===== config.mk =====
export PLATFORM = sky130hd
export DESIGN_NAME = gear_from_rpm_and_speed
export DESIGN_NICKNAME = d
export VERILOG_FILES = /design/src/hw/rtl/gfrs_pkg.sv /design/src/hw/rtl/gfrs_div_cell.sv /design/src/hw/rtl/gfrs_gear_cell.sv /design/src/hw/rtl/gear_from_rpm_and_speed.sv
export SDC_FILE = /design/constraint.sdc
export NUM_CORES = 2
export LEC_CHECK = 0
export ABC_AREA = 1
export BUFFER_PORTS_ARGS = -buffer_cell sky130_fd_sc_hd__buf_2
export CAP_MARGIN = 0
export CORE_AREA = 2 2 415 726
export DETAILED_ROUTE_END_ITERATION = 6
export DIE_AREA = 0 0 417 728
export PLACE_DENSITY = 0.69
export SLEW_MARGIN = 10
export SYNTH_ARGS = -nofsm -noshare
export SYNTH_HDL_FRONTEND = slang
export SYNTH_SLANG_ARGS = --single-unit

===== constraint.sdc =====
create_clock -name clock -period 25.3 [get_ports clock]
set_input_delay 5.06 -clock clock [delete_from_list [all_inputs] [get_ports clock]]
set_output_delay 5.06 -clock clock [all_outputs]
set_load 0.02 [all_outputs]

===== src/hw/rtl/gfrs_pkg.sv =====
// ----------------------------------------------------------------------------
// gfrs_pkg
// Types and constants shared by the gear estimator cells and top level.
// ----------------------------------------------------------------------------
package gfrs_pkg;

   localparam int RPM_W      = 16;
   localparam int SPEED_W    = 10;
   localparam int CONST_W    = 32;
   localparam int RATIO_W    = 16;
   localparam int GEAR_W     = 3;
   localparam int PROD_W     = RPM_W + CONST_W;
   localparam int FRAC_DROP  = 12;
   localparam int QUOT_W     = PROD_W - FRAC_DROP;
   localparam int RATIO_SLOTS = 6;

   localparam int REQ_DATA_W = 32;
   localparam int RSP_DATA_W = 8;
   localparam int CSR_IDX_W  = 3;
   localparam int CSR_DATA_W = 32;

   // register indexes
   localparam logic [CSR_IDX_W-1:0] CSR_FORMULA     = 3'd0;
   localparam logic [CSR_IDX_W-1:0] CSR_GEAR_COUNT  = 3'd1;
   localparam logic [CSR_IDX_W-1:0] CSR_RATIO_FIRST = 3'd2;

   localparam logic [GEAR_W-1:0] GEAR_NONE          = 3'd0;
   localparam logic [GEAR_W-1:0] GEAR_COUNT_RESET   = 3'd6;

   // payload carried along the divider chain
   typedef struct packed {
      logic [QUOT_W-1:0]  word;      // dividend bits on top, quotient bits below
      logic [SPEED_W-1:0] rem;
      logic [SPEED_W-1:0] divisor;
      logic               stopped;
   } div_type;

   // payload carried along the gear compare chain
   typedef struct packed {
      logic [QUOT_W-1:0] quotient;
      logic [QUOT_W-1:0] best;
      logic [GEAR_W-1:0] gear;
      logic              stopped;
   } cmp_type;

endpackage


===== src/hw/rtl/gfrs_div_cell.sv =====
// ----------------------------------------------------------------------------
// gfrs_div_cell
// One restoring-division step: shifts one dividend bit into the remainder and
// one quotient bit into the low end of the word.
// ----------------------------------------------------------------------------
module gfrs_div_cell
   import gfrs_pkg::*;
(
   input  logic    clock,
   input  logic    reset,
   input  logic    in_valid,
   output logic    in_ready,
   input  div_type in_data,
   output logic    out_valid,
   input  logic    out_ready,
   output div_type out_data
);

   logic              valid_ff;
   div_type           data_ff;
   div_type           data_in;
   logic [SPEED_W:0]  trial;
   logic [SPEED_W:0]  diff;
   logic              fits;

   always_comb begin
      trial = {in_data.rem, in_data.word[QUOT_W-1]};
      fits  = trial >= {1'b0, in_data.divisor};
      diff  = trial - {1'b0, in_data.divisor};
      data_in         = in_data;
      data_in.word    = {in_data.word[QUOT_W-2:0], fits};
      data_in.rem     = fits ? diff[SPEED_W-1:0] : trial[SPEED_W-1:0];
   end

   // take a new transfer whenever this slot is empty or drains this cycle
   assign in_ready = !valid_ff || out_ready;

   always_ff @(posedge clock) begin
      if (reset) begin
         valid_ff <= 1'b0;
      end else if (in_ready) begin
         valid_ff <= in_valid;
      end
   end

   always_ff @(posedge clock) begin
      if (in_ready) begin
         data_ff <= data_in;
      end
   end

   assign out_valid = valid_ff;
   assign out_data  = data_ff;

endmodule


===== src/hw/rtl/gfrs_gear_cell.sv =====
// ----------------------------------------------------------------------------
// gfrs_gear_cell
// Compares the measured ratio against one gear ratio and keeps the nearest
// gear seen so far; ties keep the earlier, lower gear.
// ----------------------------------------------------------------------------
module gfrs_gear_cell
   import gfrs_pkg::*;
#(
   parameter int GEAR_INDEX = 0
) (
   input  logic               clock,
   input  logic               reset,
   input  logic [RATIO_W-1:0] gear_ratio,
   input  logic [GEAR_W-1:0]  gear_limit,
   input  logic               in_valid,
   output logic               in_ready,
   input  cmp_type            in_data,
   output logic               out_valid,
   input  logic               out_ready,
   output cmp_type            out_data
);

   logic              valid_ff;
   cmp_type           data_ff;
   cmp_type           data_in;
   logic [QUOT_W-1:0] ratio_ext;
   logic [QUOT_W-1:0] delta;
   logic              active;
   logic              take;

   always_comb begin
      ratio_ext = {{(QUOT_W-RATIO_W){1'b0}}, gear_ratio};
      delta     = (in_data.quotient >= ratio_ext) ? in_data.quotient - ratio_ext
                                                  : ratio_ext - in_data.quotient;
      active    = !in_data.stopped && (GEAR_W'(GEAR_INDEX) < gear_limit);
      take      = active && ((in_data.gear == GEAR_NONE) || (delta < in_data.best));
      data_in   = in_data;
      if (take) begin
         data_in.best = delta;
         data_in.gear = GEAR_W'(GEAR_INDEX + 1);
      end
   end

   assign in_ready = !valid_ff || out_ready;

   always_ff @(posedge clock) begin
      if (reset) begin
         valid_ff <= 1'b0;
      end else if (in_ready) begin
         valid_ff <= in_valid;
      end
   end

   always_ff @(posedge clock) begin
      if (in_ready) begin
         data_ff <= data_in;
      end
   end

   assign out_valid = valid_ff;
   assign out_data  = data_ff;

endmodule


===== src/hw/rtl/gear_from_rpm_and_speed.sv =====
// ----------------------------------------------------------------------------
// gear_from_rpm_and_speed
// Estimates the engaged gear from engine rpm and road speed: measured ratio
// = rpm * formula_constant / (speed * 4096), then the nearest configured gear.
//
//   channel  direction  fields (tdata / tuser)
//   req_     in         tdata: engine_rpm[15:0], road_speed[25:16]
//   rsp_     out        tdata: gear[2:0]
//   csr_     in         write enable, index 0..7, 32-bit data
//
// One sample per cycle sustained while rsp_tready stays high; stages: one
// multiply stage, one divider cell per quotient bit, one compare cell per gear.
// Every cell holds its own valid and ready, so bubbles close up and input is
// still taken while a finished result waits on rsp_tready.
// Reset clears all valid bits and returns the registers to their reset values.
// ----------------------------------------------------------------------------
module gear_from_rpm_and_speed
   import gfrs_pkg::*;
#(
   parameter int MAX_GEARS = 6
) (
   input  logic                  clock,
   input  logic                  reset,
   input  logic                  req_tvalid,
   output logic                  req_tready,
   input  logic [REQ_DATA_W-1:0] req_tdata,   // engine_rpm[15:0], road_speed[25:16]
   output logic                  rsp_tvalid,
   input  logic                  rsp_tready,
   output logic [RSP_DATA_W-1:0] rsp_tdata,   // gear[2:0]
   input  logic                  csr_wr_en,
   input  logic [CSR_IDX_W-1:0]  csr_index,
   input  logic [CSR_DATA_W-1:0] csr_wr_data
);

   // configuration registers
   logic [CONST_W-1:0] formula_ff;
   logic [GEAR_W-1:0]  gear_count_ff;
   logic [RATIO_W-1:0] ratio_ff [RATIO_SLOTS];
   logic [GEAR_W-1:0]  gear_limit;

   always_ff @(posedge clock) begin
      if (reset) begin
         formula_ff    <= '0;
         gear_count_ff <= GEAR_COUNT_RESET;
         for (int i = 0; i < RATIO_SLOTS; i++) begin
            ratio_ff[i] <= '0;
         end
      end else if (csr_wr_en) begin
         unique case (csr_index)
            CSR_FORMULA:    formula_ff    <= csr_wr_data;
            CSR_GEAR_COUNT: gear_count_ff <= csr_wr_data[GEAR_W-1:0];
            default: begin
               for (int i = 0; i < RATIO_SLOTS; i++) begin
                  if (csr_index == CSR_RATIO_FIRST + CSR_IDX_W'(i)) begin
                     ratio_ff[i] <= csr_wr_data[RATIO_W-1:0];
                  end
               end
            end
         endcase
      end
   end

   // saturate the count to the number of compare cells
   assign gear_limit = (gear_count_ff > GEAR_W'(MAX_GEARS)) ? GEAR_W'(MAX_GEARS)
                                                            : gear_count_ff;

   // multiply stage
   logic [RPM_W-1:0]   rpm;
   logic [SPEED_W-1:0] speed;
   logic [PROD_W-1:0]  product;
   logic               mul_valid_ff;
   div_type            mul_ff;
   div_type            mul_in;
   logic               mul_ready;

   assign rpm     = req_tdata[RPM_W-1:0];
   assign speed   = req_tdata[RPM_W +: SPEED_W];
   assign product = PROD_W'(rpm) * PROD_W'(formula_ff);

   always_comb begin
      mul_in.word    = product[PROD_W-1:FRAC_DROP];
      mul_in.rem     = '0;
      mul_in.divisor = speed;
      mul_in.stopped = (speed == '0);
   end

   assign req_tready = !mul_valid_ff || mul_ready;

   always_ff @(posedge clock) begin
      if (reset) begin
         mul_valid_ff <= 1'b0;
      end else if (req_tready) begin
         mul_valid_ff <= req_tvalid;
      end
   end

   always_ff @(posedge clock) begin
      if (req_tready) begin
         mul_ff <= mul_in;
      end
   end

   // divider chain, one quotient bit per cell
   logic    div_valid [QUOT_W+1];
   logic    div_ready [QUOT_W+1];
   div_type div_data  [QUOT_W+1];

   assign div_valid[0] = mul_valid_ff;
   assign div_data[0]  = mul_ff;
   assign mul_ready    = div_ready[0];

   for (genvar k = 0; k < QUOT_W; k++) begin : g_div
      gfrs_div_cell u_cell (
         .clock     (clock),
         .reset     (reset),
         .in_valid  (div_valid[k]),
         .in_ready  (div_ready[k]),
         .in_data   (div_data[k]),
         .out_valid (div_valid[k+1]),
         .out_ready (div_ready[k+1]),
         .out_data  (div_data[k+1])
      );
   end

   // gear compare chain
   logic    cmp_valid [MAX_GEARS+1];
   logic    cmp_ready [MAX_GEARS+1];
   cmp_type cmp_data  [MAX_GEARS+1];

   always_comb begin
      cmp_data[0].quotient = div_data[QUOT_W].word;
      cmp_data[0].best     = '0;
      cmp_data[0].gear     = GEAR_NONE;
      cmp_data[0].stopped  = div_data[QUOT_W].stopped;
   end

   assign cmp_valid[0]      = div_valid[QUOT_W];
   assign div_ready[QUOT_W] = cmp_ready[0];

   for (genvar g = 0; g < MAX_GEARS; g++) begin : g_gear
      gfrs_gear_cell #(
         .GEAR_INDEX (g)
      ) u_cell (
         .clock      (clock),
         .reset      (reset),
         .gear_ratio (ratio_ff[g]),
         .gear_limit (gear_limit),
         .in_valid   (cmp_valid[g]),
         .in_ready   (cmp_ready[g]),
         .in_data    (cmp_data[g]),
         .out_valid  (cmp_valid[g+1]),
         .out_ready  (cmp_ready[g+1]),
         .out_data   (cmp_data[g+1])
      );
   end

   assign rsp_tvalid           = cmp_valid[MAX_GEARS];
   assign cmp_ready[MAX_GEARS] = rsp_tready;
   assign rsp_tdata = {{(RSP_DATA_W-GEAR_W){1'b0}}, cmp_data[MAX_GEARS].gear};

endmodule


==> Word level (Yosys, flattened, before mapping) <==
Memories as Yosys holds them, arrays and structs flattened.
Index checks and enable logic that the tools add are counted.
Widths: inputs -> output; s select.
{ "classes": {"mux": 85, "n_reduce_logical": 118, "n_addsub": 47, "magnitude_cmp": 54, "n_mul": 1, "n_bitwise": 6, "eq_ne": 7} }
{ "op_table": {"columns": ["cell", "n"], "rows": [
  ["$ge 11x10->1", 35],
  ["$mux 10", 34],
  ["$sub 10x10->10", 34],
  ["$ge 36x16->1", 6],
  ["$mux 36", 6],
  ["$sub 16x36->36", 6],
  ["$sub 36x16->36", 6],
  ["$lt 36x36->1", 5],
  ["$mux 39", 4],
  ["$mux 16", 6],
  ["$logic_not 1->1", 49],
  ["$logic_or 1x1->1", 48],
  ["$mul 16x32->48", 1],
  ["$mux 1", 34],
  ["$logic_not 3->1", 6],
  ["$eq 3x3->1 const B", 4],
  ["$logic_and 1x1->1", 11],
  ["$ge 1x10->1", 1],
  ["$logic_not 10->1", 1],
  ["$sub 1x10->10", 1],
  ["$eq 3x2->1 const B", 2],
  ["$lt 1x3->1 const A", 2],
  ["$lt 2x3->1 const A", 2],
  ["$lt 3x3->1 const A", 2],
  ["6 further kinds", 12]
]} }
{ "totals": {"input_bits": 72, "ramBits": 96, "register_bits": 2540, "memories": 1, "output_inout_bits": 10, "wordCells": 531} }
{ "mem_list": {"columns": ["memory", "words", "width", "rd", "rd_ports_with_merged_regs", "wr", "line", "text"], "rows": [
  ["ratio_ff", 6, 16, 6, 0, 6, "gear_from_rpm_and_speed.sv:38", "logic [RATIO_W-1:0] ratio_ff [RATIO_SLOTS];"]
]} }

==> Logic depth before layout (Yosys ltp) <==
{ "logic_depth": {"ltp_word": 44, "mapped_depth": 36, "ltp_nobuf": 35} }

==> Cells and area by module <==
Synthesis repeated with hierarchy kept, for this count alone.
{ "unflattened": {"hier_cells": 16412, "hier_area_um2": 157066.9} }
{ "modules_own_cells": {"columns": ["mod", "cells_per_inst", "area_each_um2", "seq_area_each_um2", "instances"], "rows": [
  ["gfrs_div_cell", 199, 2511.2, 1731.7, 36],
  ["gear_from_rpm_and_speed", 2793, 23177.2, 5014.8, 1],
  ["gfrs_gear_cell (g_gear[1].u_cell)", 1213, 7782.5, 2302.2, 1],
  ["gfrs_gear_cell (g_gear[4].u_cell)", 1053, 7239.4, 2302.2, 1],
  ["gfrs_gear_cell (g_gear[5].u_cell)", 1049, 7169.4, 2302.2, 1],
  ["gfrs_gear_cell (g_gear[3].u_cell)", 1049, 7155.6, 2302.2, 1],
  ["gfrs_gear_cell (g_gear[0].u_cell)", 1050, 7076.8, 2302.2, 1],
  ["gfrs_gear_cell (g_gear[2].u_cell)", 1041, 7064.3, 2302.2, 1]
]} }

==> Least setup slack after synthesis <==
OpenSTA, ideal clock, no wires.
{ "synth_timing": {"kind": "in2out", "start": "input rsp_tready", "end": "output req_tready", "slack_ps": 4275, "arrival_time_ps": 15965, "required_ps": 20240, "n_path_buf": 0, "stages": 22, "cell_sequence": "inv_2 -> nand4_4 -> nor2_4 -> nand4_4 -> nor2_4 -> nand4_4 -> nor2_4 -> nand4_4 -> nor2_4 -> nand4_4 -> nor2_4 -> nand4_4 -> nor2_4 -> nand4_4 -> nor2_4 -> nand4_4 -> nor2_4 -> nand4_4 -> nor2_4 -> nand4_4 -> nor2_8 -> nand4_4"} }
{ "synth_between": {"elab_chain_len": 43} }
{ "synth_lines": {"columns": ["element", "line", "text"], "rows": [
  ["start: declaration", "gear_from_rpm_and_speed.sv:28", "input logic rsp_tready,"],
  ["$logic_or 1x1->1 (3 in series)", "gfrs_gear_cell.sv:44", "assign in_ready = !valid_ff || out_ready;"],
  ["via g_gear[2].u_cell.out_ready", "gfrs_gear_cell.sv:19", "input logic out_ready,"],
  ["$logic_or 1x1->1 (3 in series)", "gfrs_gear_cell.sv:44", null],
  ["$logic_or 1x1->1", "gfrs_div_cell.sv:36", "assign in_ready = !valid_ff || out_ready;"],
  ["via g_div[34].u_cell.out_ready", "gfrs_div_cell.sv:15", "input logic out_ready,"],
  ["$logic_or 1x1->1 (4 in series)", "gfrs_div_cell.sv:36", null],
  ["via g_div[30].u_cell.out_ready", "gfrs_div_cell.sv:15", null],
  ["$logic_or 1x1->1 (4 in series)", "gfrs_div_cell.sv:36", null],
  ["via g_div[26].u_cell.out_ready", "gfrs_div_cell.sv:15", null],
  ["[4 not listed]", null, null],
  ["via g_div[22].u_cell.out_ready", "gfrs_div_cell.sv:15", null],
  ["[4 not listed]", null, null],
  ["via g_div[18].u_cell.out_ready", "gfrs_div_cell.sv:15", null],
  ["[4 not listed]", null, null],
  ["via g_div[14].u_cell.out_ready", "gfrs_div_cell.sv:15", null],
  ["$logic_or 1x1->1 (4 in series)", "gfrs_div_cell.sv:36", null],
  ["via g_div[10].u_cell.out_ready", "gfrs_div_cell.sv:15", null],
  ["$logic_or 1x1->1 (4 in series)", "gfrs_div_cell.sv:36", null],
  ["via g_div[6].u_cell.out_ready", "gfrs_div_cell.sv:15", null],
  ["$logic_or 1x1->1 (4 in series)", "gfrs_div_cell.sv:36", null],
  ["via g_div[2].u_cell.out_ready", "gfrs_div_cell.sv:15", null],
  ["$logic_or 1x1->1 (3 in series)", "gfrs_div_cell.sv:36", null],
  ["$logic_or 1x1->1", "gear_from_rpm_and_speed.sv:87", "assign req_tready = !mul_valid_ff || mul_ready;"],
  ["end: declaration", "gear_from_rpm_and_speed.sv:25", "output logic req_tready,"]
]} }
The timed path passes the listed nets, and every way through them passes these cells.

==> Worst setup path in the final report <==
Ends and elaborated chain as after synthesis.

==> flow_summary.json <==
{
  "outcome": "completed",
  "use_met3": 0.02253,
  "finalSetupTns_ps": 0,
  "drt_first_pass_iters": 6,
  "hpwl_um": 245000,
  "cts_buffers": 228,
  "first_iter_violations": 4669,
  "critPathBufInv": 8,
  "use_met1": 0.1790,
  "grt_pass1_vias": 86300,
  "worst_hold_path.num_cells": 0,
  "top_usage_layer": "met2",
  "area_delta_synth_final_pct": 9.293,
  "synth_top_family_by_area": "adder cells",
  "synth_xor_xnor_area_share": 0.03194,
  "nets": 13040,
  "cts_setup_buffers": 0,
  "syn_area_per_cell_sq_um": 11.57,
  "grt_max_degree": 76,
  "synth_cell_types": 60,
  "grt_overflow_total": 0,
  "cp_top_family": "simple AND/OR/NAND/NOR gates",
  "clock_path_buffers": 4,
  "gp_congestion": 0.9747,
  "yosysSeqAreaShare": 0.5860,
  "grt_usage": 0.2080,
  "synth.cell_area_sq_mm": 0.1335,
  "end_kind": "primary output",
  "p_leak_nw": 62.17,
  "powerDensity_mw_per_mm2": 108.8,
  "fin_hold_ws_ps": 345.0,
  "io_pins": 82,
  "hold_class": "reg -> reg",
  "maxSlewViolCount": 0,
  "routed_wl_um": 317300,
  "synthSimpleGateAreaFrac": 0.08827,
  "arrival_ps": 12890,
  "cts_hold_buf": 0,
  "grt_pass1_wl_um": 479200,
  "worst_path_most_repeated_cell": "nand4_4",
  "crit_path_max_incr_delay_ps": 720,
  "cts_tree": "built",
  "setup_violations": 0,
  "max_cap_violations": 0,
  "synth_compound_area_frac": 0.07941,
  "fmax_ghz": 0.05572,
  "yosys.area.top_type": "edfxtp_1",
  "synthMuxAreaShare": 0.002249,
  "die_area_sq_mm": 0.3036,
  "synth_area_leaders": "edfxtp_1 57%, ha_1 7.8%, fa_1 6.9%",
  "synth_seq_cells": 2632,
  "synth_top_area_frac": 0.5743,
  "synthAdderAreaFrac": 0.1477,
  "clock_skew_ps": 100.9,
  "cts_resized": 0,
  "io_buffers": 70,
  "core_area_sq_mm": 0.2974,
  "clk_latency_ps": 910,
  "ant_nets": 0,
  "fp.dieH_um": 728,
  "rsz0062_at_grt": "false",
  "core.rowCount": 265,
  "r2r_end": "g_gear[2].u_cell.out_data[2]",
  "clkTransAtPathRegs_ps": 60,
  "finalCriticalPeriod_ps": 17950,
  "hold_end": "g_div[8].u_cell.out_data[37]",
  "synth_edf_count": 2554,
  "vias_per_cell": 5.198,
  "cts_root_buffer": "clkbuf_16",
  "criticalPathCategory": "in -> out",
  "ys.flop_type": "edfxtp_1",
  "layout-drive-gt1-share": 0.05003,
  "vias": 81770,
  "drc": 0,
  "relSlewSlack": 0.2471,
  "final.period_utilization": 0.7093,
  "ys_warn_count": 0,
  "r2r_slack_ps": 16730,
  "drt-wirelength-per-cell_um": 20.18,
  "worst_slew_pin_slew_ps": 1129,
  "crit_slowest_cell": "nand4_4",
  "grt_util_met2": 0.4290,
  "yosysMostFrequentCell": "edfxtp_1",
  "syn_inst": 11540,
  "start_util": 0.4490,
  "critical_path.startpoint_type": "input port",
  "async_flop_share": 0,
  "rr_startpoint": "g_gear[1].u_cell.out_data[40]",
  "ys_top_cells_by_count": "2554 x edfxtp_1, 2015 x inv_1, 1363 x nand2_1",
  "reg2reg_depth": 28,
  "antenna_found_initial": 12,
  "cts_sinks": 2632,
  "hp-start": "g_div[7].u_cell.out_data[36]",
  "die-width_um": 417,
  "h-tree-depth": 4,
  "crit_fanout": 59,
  "finalHoldViolCount": 0,
  "ir_worst_vdd_uv": 71.54,
  "required_ps": 20240
}
## kinds of logic (layout without fill, tap and decap cells)
group,after synthesis,after routing
simple gates,2874,2874
xor+xnor,487,487
other cells,1,11
compound gates,1939,1939
mux,30,30
buf+inv,2280,2586
flops,2632,2632
fa+ha+maj,1299,1299
## state kept, by name (all words and copies together), names as in the netlist
register and count:
g_div.u_cell.out_data 2032, g_gear.u_cell.out_data 379, ratio_ff 96, div_data 47, g_div.u_cell.out_valid 36, formula_ff 32
g_gear.u_cell.out_valid 6, gear_count_ff 3, mul_valid_ff 1
## cell type report
| type | instances | area (sq um) |
|---|---|---|
| Sequential cell | 2632 | 78260 |
| Fill cell | 25920 | 151500 |
| Clock buffer | 266 | 5941 |
| Tap cell | 3871 | 4843 |
| Timing Repair Buffer | 151 | 958.4 |
| Multi-Input combinational cell | 6634 | 46860 |
| Inverter | 2018 | 7575 |
| Antenna cell | 6 | 15.01 |
| Clock inverter | 151 | 1493 |
## cells in the final DEF, fill, tap and decap left out, drive strengths merged, types with 8 or more instances in the layout
cell      synthesis  final
nand2          1364   1364
a31oi            44     44
fa              463    463
a211oi           41     41
clkinvlp          0     24
xor2            294    294
o21ai           539    539
ha              836    836
o32ai             9      9
o2111ai           8      8
a21oi          1068   1068
nand4            96     96
o21a             18     18
xnor2           193    193
o221ai           28     28
nand3           139    139
a21o             10     10
and2             14     14
clkbuf          253    266
edfxtp         2554   2554
nand3b           15     15
nor3             88     88
clkinv            1     94
o211ai           27     27
nor4             28     28
o22ai            17     17
or2               9      9
o21bai           62     62
a2111oi           8      8
bufinv            0     23
o31ai            17     17
inv            2017   2028
nor2           1111   1111
dfxtp            78     78
buf               9    151
mux2i            30     30
## per-layer routing
layer  share of wire  up-vias
met5        0.000022        -
li1                -    39160
met4           0.081        2
met3           0.031     1014
met1            0.31    39690
met2            0.58     1900
## worst max path at each step
stage,slack [ps],to,depth (start not counted),start
after floorplan,4270,req_tready,22,rsp_tready
after global placement,7430,req_tready,29,rsp_tready
after detailed placement,7250,req_tready,29,rsp_tready
after CTS,7220,req_tready,29,rsp_tready
after global routing,6630,req_tready,29,rsp_tready
final,7350,req_tready,29,rsp_tready
## power breakdown
part,internal [mW],total (mW),switching (mW)
combinational,1.78,4.95,3.18
clock,1.92,3.49,1.57
sequential,6.68,7.44,0.761
## stage by stage
| stage | instances | area, sq um | setup slack [ps] | total power, mW | utilization |
|---|---|---|---|---|---|
| after floorplan | 11550 | 133500 | 4275 | 10.65 | - |
| after global placement | 15310 | 138500 | 7425 | 12.30 | 0.4657 |
| after detailed placement | 15310 | 138500 | 7251 | 12.44 | 0.4657 |
| after CTS | 15720 | 145900 | 7223 | 15.98 | 0.4907 |
| after global routing | 15730 | 145900 | 6627 | 16.86 | 0.4907 |
| final | 15730 | 145900 | 7355 | 15.88 | 0.4907 |
(Power assumes the default switching activity.)
